File: src/des_pkg.sv
// ----------------------------------------------------------------------------
// Descending exchange sorter package
// Types and constants shared by the sorter top level and its insertion cells.
// ----------------------------------------------------------------------------
package des_pkg;

    localparam int DATA_W = 16;

    // Values at or above this limit are refused and never stored.
    localparam int REJECT_LIMIT = 256;

    typedef logic signed [DATA_W-1:0] t_value;

    // Per-cycle command broadcast to every cell of the chain.
    typedef struct packed {
        logic ins;    // insert the broadcast value into the sorted row
        logic shift;  // move every entry one cell toward the head
    } t_cell_ctl;

endpackage

File: src/descending_exchange_sorter.sv
// ----------------------------------------------------------------------------
// Descending exchange sorter
// Collects a batch of signed values and returns it ordered from largest to
// smallest, refusing values of 256 and above.
// ----------------------------------------------------------------------------
//
//  channel  | dir | tdata               | tlast          | tuser
//  ---------+-----+---------------------+----------------+----------
//  s_axis   | in  | value [15:0]        | last_of_batch  | -
//  m_axis   | out | sorted_value [15:0] | last_of_run    | rejected
//
// Each accepted value is placed into a row of MAX_COUNT insertion cells as
// it is taken, so loading runs at one request per clock while the output
// register is free. A batch closes on a stored value marked last or when
// the row holds MAX_COUNT values; the row then drains from its head, one
// sorted result per cycle while the output register is free. Input is held
// off during the drain. A refused value is answered with one rejected result
// through the same output register. A request is taken only when the output
// register is empty or its result leaves in the same cycle, so a stalled
// output holds off the input. Reset is synchronous and active low; it
// empties the row and the output register. No clearing pass is needed.
//
module descending_exchange_sorter #(
    parameter int MAX_COUNT = 64
) (
    input  logic        i_clk,
    input  logic        i_rst_n,
    input  logic        s_axis_tvalid,
    output logic        s_axis_tready,
    input  logic [15:0] s_axis_tdata,   // [15:0] value
    input  logic        s_axis_tlast,
    output logic        m_axis_tvalid,
    input  logic        m_axis_tready,
    output logic [15:0] m_axis_tdata,   // [15:0] sorted_value
    output logic        m_axis_tlast,
    output logic        m_axis_tuser    // [0] rejected
);
    import des_pkg::*;

    localparam int CNT_W = $clog2(MAX_COUNT + 1);

    typedef enum logic [1:0] {
        ST_LOAD  = 2'b01,
        ST_DRAIN = 2'b10
    } t_state;

    t_state     r_state;
    t_state     n_state;
    logic [CNT_W-1:0] r_count;
    logic [CNT_W-1:0] n_count;

    logic       r_out_valid;
    logic       n_out_valid;
    t_value     r_out_data;
    t_value     n_out_data;
    logic       r_out_last;
    logic       n_out_last;
    logic       r_out_rej;
    logic       n_out_rej;

    t_cell_ctl  w_ctl;
    t_value     w_x;
    logic       w_out_free;
    logic       w_accept;
    logic       w_is_rej;
    logic       w_close;
    logic       w_pop;

    t_value     w_val [MAX_COUNT];
    logic       w_vld [MAX_COUNT];
    logic       w_gt  [MAX_COUNT];

    assign w_x        = t_value'(s_axis_tdata);
    assign w_out_free = !r_out_valid || m_axis_tready;

    // Loading only while the output register can take a possible reject.
    assign s_axis_tready = (r_state == ST_LOAD) && w_out_free;
    assign w_accept      = s_axis_tvalid && s_axis_tready;

    // A non-negative value with any bit set from REJECT_LIMIT upward is refused.
    assign w_is_rej = !w_x[DATA_W-1] && (w_x[DATA_W-2:$clog2(REJECT_LIMIT)] != '0);

    // The batch closes on a marked request or on the one that fills the row.
    assign w_close = s_axis_tlast || (r_count == CNT_W'(MAX_COUNT - 1));

    assign w_pop     = (r_state == ST_DRAIN) && w_out_free;
    assign w_ctl.ins   = w_accept && !w_is_rej;
    assign w_ctl.shift = w_pop;

    // Row of insertion cells; cell 0 holds the largest value.
    for (genvar g = 0; g < MAX_COUNT; g++) begin : g_cell
        t_value w_left_val;
        logic   w_left_vld;
        logic   w_left_gt;
        t_value w_right_val;
        logic   w_right_vld;

        if (g == 0) begin : g_head
            assign w_left_val = '0;
            assign w_left_vld = 1'b0;
            assign w_left_gt  = 1'b0;
        end else begin : g_body
            assign w_left_val = w_val[g-1];
            assign w_left_vld = w_vld[g-1];
            assign w_left_gt  = w_gt[g-1];
        end

        if (g == MAX_COUNT - 1) begin : g_tail
            assign w_right_val = '0;
            assign w_right_vld = 1'b0;
        end else begin : g_inner
            assign w_right_val = w_val[g+1];
            assign w_right_vld = w_vld[g+1];
        end

        des_cell u_cell (
            .i_clk       (i_clk),
            .i_rst_n     (i_rst_n),
            .i_ctl       (w_ctl),
            .i_x         (w_x),
            .i_left_val  (w_left_val),
            .i_left_vld  (w_left_vld),
            .i_left_gt   (w_left_gt),
            .i_right_val (w_right_val),
            .i_right_vld (w_right_vld),
            .o_val       (w_val[g]),
            .o_vld       (w_vld[g]),
            .o_gt        (w_gt[g])
        );
    end

    // Sequencing of load and drain, and the output register.
    always_comb begin
        n_state     = r_state;
        n_count     = r_count;
        n_out_valid = r_out_valid;
        n_out_data  = r_out_data;
        n_out_last  = r_out_last;
        n_out_rej   = r_out_rej;

        if (w_out_free) begin
            n_out_valid = 1'b0;
        end

        case (r_state)
            ST_LOAD: begin
                if (w_accept) begin
                    if (w_is_rej) begin
                        n_out_valid = 1'b1;
                        n_out_data  = '0;
                        n_out_last  = 1'b0;
                        n_out_rej   = 1'b1;
                    end else if (w_close) begin
                        n_state = ST_DRAIN;
                        n_count = '0;
                    end else begin
                        n_count = r_count + CNT_W'(1);
                    end
                end
            end
            ST_DRAIN: begin
                if (w_pop) begin
                    // The row holds at least one value for every pop issued.
                    n_out_valid = 1'b1;
                    n_out_data  = w_val[0];
                    n_out_last  = !w_vld[1];
                    n_out_rej   = 1'b0;
                    if (!w_vld[1]) begin
                        n_state = ST_LOAD;
                    end
                end
            end
            default: begin
                n_state = ST_LOAD;
            end
        endcase
    end

    always_ff @(posedge i_clk) begin
        r_out_data <= n_out_data;
        r_out_last <= n_out_last;
        r_out_rej  <= n_out_rej;
        if (!i_rst_n) begin
            r_state     <= ST_LOAD;
            r_count     <= '0;
            r_out_valid <= 1'b0;
        end else begin
            r_state     <= n_state;
            r_count     <= n_count;
            r_out_valid <= n_out_valid;
        end
    end

    assign m_axis_tvalid = r_out_valid;
    assign m_axis_tdata  = r_out_data;
    assign m_axis_tlast  = r_out_last;
    assign m_axis_tuser  = r_out_rej;

`ifndef SYNTHESIS
    // The fill count never reaches capacity: the filling request closes the batch.
    a_count_below_max: assert property (@(posedge i_clk) disable iff (!i_rst_n)
        r_count < CNT_W'(MAX_COUNT))
        else $error("fill count reached capacity");

    // A refused request shows up as a rejected result on the next cycle.
    a_reject_answered: assert property (@(posedge i_clk) disable iff (!i_rst_n)
        (w_accept && w_is_rej) |=> (m_axis_tvalid && m_axis_tuser && !m_axis_tlast))
        else $error("rejected request not answered");

    // While draining, the head cell always holds a value.
    a_drain_nonempty: assert property (@(posedge i_clk) disable iff (!i_rst_n)
        (r_state == ST_DRAIN) |-> w_vld[0])
        else $error("drain with an empty row");

    // After the final sorted result leaves the row, the row is empty.
    a_row_empty_after_run: assert property (@(posedge i_clk) disable iff (!i_rst_n)
        (w_pop && !w_vld[1]) |=> (!w_vld[0] && r_state == ST_LOAD))
        else $error("row not empty after final result");
`endif

endmodule

File: src/des_cell.sv
// ----------------------------------------------------------------------------
// Descending sorter insertion cell
// One slot of the sorted row: holds a value and its valid bit, takes the new
// value or its left neighbor's entry on insert, and its right neighbor's
// entry on shift.
// ----------------------------------------------------------------------------
module des_cell (
    input  logic               i_clk,
    input  logic               i_rst_n,
    input  des_pkg::t_cell_ctl i_ctl,
    input  des_pkg::t_value    i_x,
    input  des_pkg::t_value    i_left_val,
    input  logic               i_left_vld,
    input  logic               i_left_gt,
    input  des_pkg::t_value    i_right_val,
    input  logic               i_right_vld,
    output des_pkg::t_value    o_val,
    output logic               o_vld,
    output logic               o_gt
);
    import des_pkg::*;

    t_value r_val;
    t_value n_val;
    logic   r_vld;
    logic   n_vld;
    logic   w_gt;

    // The new value belongs at or before this slot when the slot is empty or
    // holds a smaller value. Along the row this flag is monotone.
    assign w_gt = !r_vld || (i_x > r_val);

    always_comb begin
        n_val = r_val;
        n_vld = r_vld;
        if (i_ctl.shift) begin
            n_val = i_right_val;
            n_vld = i_right_vld;
        end else if (i_ctl.ins && w_gt) begin
            if (i_left_gt) begin
                n_val = i_left_val;
                n_vld = i_left_vld;
            end else begin
                n_val = i_x;
                n_vld = 1'b1;
            end
        end
    end

    always_ff @(posedge i_clk) begin
        r_val <= n_val;
        if (!i_rst_n) begin
            r_vld <= 1'b0;
        end else begin
            r_vld <= n_vld;
        end
    end

    assign o_val = r_val;
    assign o_vld = r_vld;
    assign o_gt  = w_gt;

endmodule
File: config.mk
export PLATFORM = sky130hd
export DESIGN_NAME = descending_exchange_sorter
export DESIGN_NICKNAME = d
export VERILOG_FILES = /design/src/des_pkg.sv /design/src/descending_exchange_sorter.sv /design/src/des_cell.sv
export SDC_FILE = /design/constraint.sdc
export NUM_CORES = 2
export LEC_CHECK = 0
export ABC_CLOCK_PERIOD_IN_PS = 16500
export BUFFER_PORTS_ARGS = -buffer_cell sky130_fd_sc_hd__buf_2
export CAP_MARGIN = 15
export CORE_UTILIZATION = 60
export CTS_CLUSTER_DIAMETER = 40
export DETAILED_ROUTE_END_ITERATION = 6
export GPL_TIMING_DRIVEN = 1
export PLACE_DENSITY = 0.76
export REMOVE_ABC_BUFFERS = 1
export SYNTH_ARGS = -nofsm -noshare
export SYNTH_HDL_FRONTEND = slang
export SYNTH_HIERARCHICAL = 1
export SYNTH_SLANG_ARGS = --single-unit
File: constraint.sdc
create_clock -name i_clk -period 16.5 [get_ports i_clk]
set_clock_uncertainty 0.15 [all_clocks]
set_input_delay 0 -clock i_clk [delete_from_list [all_inputs] [get_ports i_clk]]
set_output_delay 0 -clock i_clk [all_outputs]
set_load 0.05 [all_outputs]
# [Yosys cells after proc, flatten, opt, wreduce, memory -nomap -nowiden]
# Index checks and enable logic that the tools add are counted.
[totals] ff_bits=1116 output_inout_bits=20
[op_classes] n_eq_ne=9 bitwise_logic=2 n_reduce_logical=271 add_sub_neg=1 order_cmp=64 mux=402
[ops] cell="16-bit 2-to-1 mux" count=192
[ops] cell="16-bit greater-than comparator" count=64
[ops] cell="1-bit 2-to-1 mux" count=199
[ops] cell="2-bit nonzero test" count=64
[ops] cell="1-bit logical AND" count=69
[ops] cell="1-bit zero test" count=67
[ops] cell="1-bit logical OR" count=66
[ops] cell="16-bit one-hot mux with 2 select lines" count=1
[ops] cell="2-bit != test (second input constant)" count=6
[ops] cell="2-bit 2-to-1 mux" count=5
[ops] cell="7-bit by 1-bit adder with 7-bit output (second input constant)" count=1
[ops] cell="7-bit by 6-bit == test with 1-bit output (second input constant)" count=1
[ops] cell="7-bit 2-to-1 mux" count=1
[ops] cell="7-bit nonzero test" count=1
[ops] cell="1-bit one-hot mux with 2 select lines" count=3
[ops] cell="5-bit AND reduction" count=1
[ops] cell="2-bit one-hot mux with 2 select lines" count=1
[ops] cell="4-bit AND reduction" count=1
[ops] cell="3-bit AND reduction" count=1
[ops] cell="2-bit by 1-bit == test with 1-bit output (second input constant)" count=1
[ops] cell="2-bit == test (second input constant)" count=1
[ops] cell="1-bit inverter" count=2
[ops] cell="2-bit OR reduction" count=1

# [Logic depth before layout (Yosys ltp)]
[depth] ltp_word=8 ltp_mapped=12 ltp_nobuf=11

# [Cells and area by module]
# Netlist, hierarchy kept.
[modules_own_cells] mod="des_cell at g_cell[0].u_cell ..." instances=52 cells_each=134 area_each_um2=1281.2
[modules_own_cells] mod="des_cell at g_cell[58].u_cell ..." instances=11 cells_each=135 area_each_um2=1300.0
[modules_own_cells] mod="des_cell at g_cell[26].u_cell" instances=1 cells_each=134 area_each_um2=1278.7
[modules_own_cells] mod="descending_exchange_sorter" instances=1 cells_each=111 area_each_um2=1278.7

# [Worst setup path before layout]
# Ideal clock, no wire load.
[synth_path] kind="register to register" start="register r_state[0]" end="register g_cell[58].u_cell.r_val[0] (enable)" setup_time_ns=0.369 setup_slack_ns=3.570 t_arrival_ns=12.412 required_time_ns=15.981 path_stages_with_launch=9 synth_period_minus_slack_ns=12.930 cell_sequence="dfxtp_1 -> inv_1 -> ha_1 -> clkbuf_1 -> inv_1 -> nor2_1 -> clkbuf_2 -> a21oi_1 -> a21bo_1"
[synth_lines] element="start, declared" line="descending_exchange_sorter.sv:47" text="t_state r_state;"
[synth_lines] element="start signal, assigned" line="descending_exchange_sorter.sv:188" text="r_state <= n_state;"
[synth_lines] element="end signal, assigned" line="des_cell.sv:51" text="r_val <= n_val;"
[synth_lines] element="end, declared" line="des_cell.sv:23" text="t_value r_val;"

==> flow_summary.yaml <==
status:
  status: "finished, final reports clean"
sta:
  setup_violations: 0
  setup_tns_ns: 0
  hold_viol_final: 0
  rsz0062_at_grt: "false"
  maxSlewViolCount: 0
  fin_crit_ns: 5.44
  finalCritPeriodShare: 0.329
  fmax_mhz: 184
  slew_headroom: 0.208
  hold_ws_ns: 0.0690
  worstMarginPinSlew_ns: 1.19
die:
  die_h_um: 375
  coreArea_um2: 138000
  die-area_um2: 141000
  num_rows: 136
  start_util: 0.606
  ioPinCount: 41
  die_w_um: 375
pwr:
  p_leak_uw: 0.0437
  switching_power_uw: 2790
  p_int_uw: 6550
  p_seq_frac: 0.403
  powerDensity_nw_per_um2: 101
  vdd_drop_max_uv: 97.8
  clockPowerShare: 0.406
  sw_frac_of_total: 0.299
  p_comb_frac: 0.191
cts:
  clk_latency_ns: 0.81
  cts_resized: 0
  htreeDepth: 4
  clock_path_buffers: 3
  root_buffer: "clkbuf_16"
  cts_buffers: 182
  cts_tree: "yes"
  hold_buffers: 25
  cts.sinks: 1116
  post_cts_buffers: 0
  clk_pin_slew_worst_paths_ns: 0.06
yosys:
  ys_warn_count: 6
  avgSynthCellArea_um2: 9.60
  synth_cells: 8697
  syn-cell-area_um2: 83500
detailed_routing:
  vias_per_cell: 6.30
  drt.antenna.violating_nets: 0
  first_iter_violations: 6504
  vias: 67281
  routedWlPerCell_um: 20.9
  drtPass1Iterations: 6
  wl_mm: 223
  drc: 0
worst_setup_path:
  max_stage_delay_ns: 0.82
  end_kind: "flip-flop"
  crit_start: "r_state[0]$_SDFFE_PN1P_"
  worstPathRequired_ns: 16.78
  cpMaxStageDelayCell: "buf_4"
  crit_arrival_ns: 5.72
  worstSetupStartpointType: "flip-flop"
  crit_buf_inv: 5
  path_max_fanout: 246
  critical_path.top_delay_family: "buffers and inverters"
  r2r_start: "r_state[0]$_SDFFE_PN1P_"
  crit_chain: "inv_1 > ha_1 > inv_1 > nor2_4 > buf_12 > buf_12 > buf_4 > a21o_1"
  path_class: "reg -> reg"
global_routing:
  grt_pass1_wl_mm: 356
  grt_pass1_vias: 67902
  grt_max_degree: 259
  grt.overflow.total: 0
  gr-usage-all-layers: 0.311
  antenna_found_initial: 1
layout:
  layout-area-overhead-vs-synth_pct: 10.8
  finalCoreUtilization: 0.671
  fin_cells: 10686
  layout-drive-gt1-share: 0.0759
  mostFrequentLayoutCells: "nand2_1, inv_1, edfxtp_1"
  final_common_cell: "nand2_1"
  layout.nets: 9786
  antenna_cells: 0
  nFillCells: 10566
min_path:
  hp-class: "in -> reg"
  worst_hold_startpoint: "s_axis_tlast"
placed_design:
  routabilityCongestion: 0.893
  dpl.hpwl_mm: 153
  dp.cells: 10316
  numPortBuffers: 40
job:
  maxCapViolations: 0
[layer usage]
layer  up-vias  wire length [µm]  global-route usage
li1      31584                 -                   -
met1     32478             93900               0.408
met2      2606            106000               0.521
met3       613             15300              0.0394
met4         0              7750               0.123
met5         -                 0                   0
[state kept, by name, summed over array words and instances (netlist names)]
name                 count
m_axis_tuser             1
r_state                  2
g_cell.u_cell/o_val   1024
m_axis_tvalid            1
m_axis_tdata            16
g_cell.u_cell/o_vld     64
m_axis_tlast             1
r_count                  7
[worst reg2reg max path: stages, from the launching register on]
cell and delay [ns]:
dfxtp_1 0.33, inv_1 0.07, ha_1 0.50, inv_1 0.21, nor2_4 0.70, buf_12 0.63
buf_12 0.77, buf_4 1.04, a21o_1 0.65
[per-stage QoR]
step | power (µW) | setup WS (ns) | area, µm²
6_report | 9340 | 11.06 | 92500
4_1_cts | 9340 | 11.18 | 92300
5_1_grt | 9710 | 10.69 | 92500
3_5_place_dp | 5530 | 11.20 | 86000
3_3_place_gp | 5430 | 11.33 | 86000
2_1_floorplan | 5130 | -48.68 | 82300
[worst paths after layout]
kind | slack, ns | to | cells after the start
setup / recovery | 11.06 | g_cell[34].u_cell/o_val[7]$_DFFE_PP_ | 8
hold / removal | 0.07 | r_count[1]$_SDFFE_PN0P_ | 5
setup reg to reg | 11.06 | g_cell[34].u_cell/o_val[7]$_DFFE_PP_ | 8
hold reg to reg | 0.34 | r_count[6]$_SDFFE_PN0P_ | 2
[power groups by stage]
stage / combinational, µW / sequential [µW] / clock (µW)
finish: 1780 / 3760 / 3790
global route: 1970 / 3790 / 3950
global placement: 1620 / 3810 / 0
CTS: 1750 / 3760 / 3830
floorplan: 1380 / 3750 / 0
detailed placement: 1730 / 3810 / 0
[final cells by class]
type / count / area, µm² / area share
multi-input cells: 6165 / 45800 / 0.496
clock buffers: 219 / 4860 / 0.0526
inverters: 1115 / 4190 / 0.0453
clock inverters: 119 / 1190 / 0.0129
repair buffers: 158 / 1400 / 0.0151
well taps: 1794 / 2240 / 0.0243
flip-flops and latches: 1116 / 32800 / 0.354
Note: power is estimated with default switching activity, not from simulation.
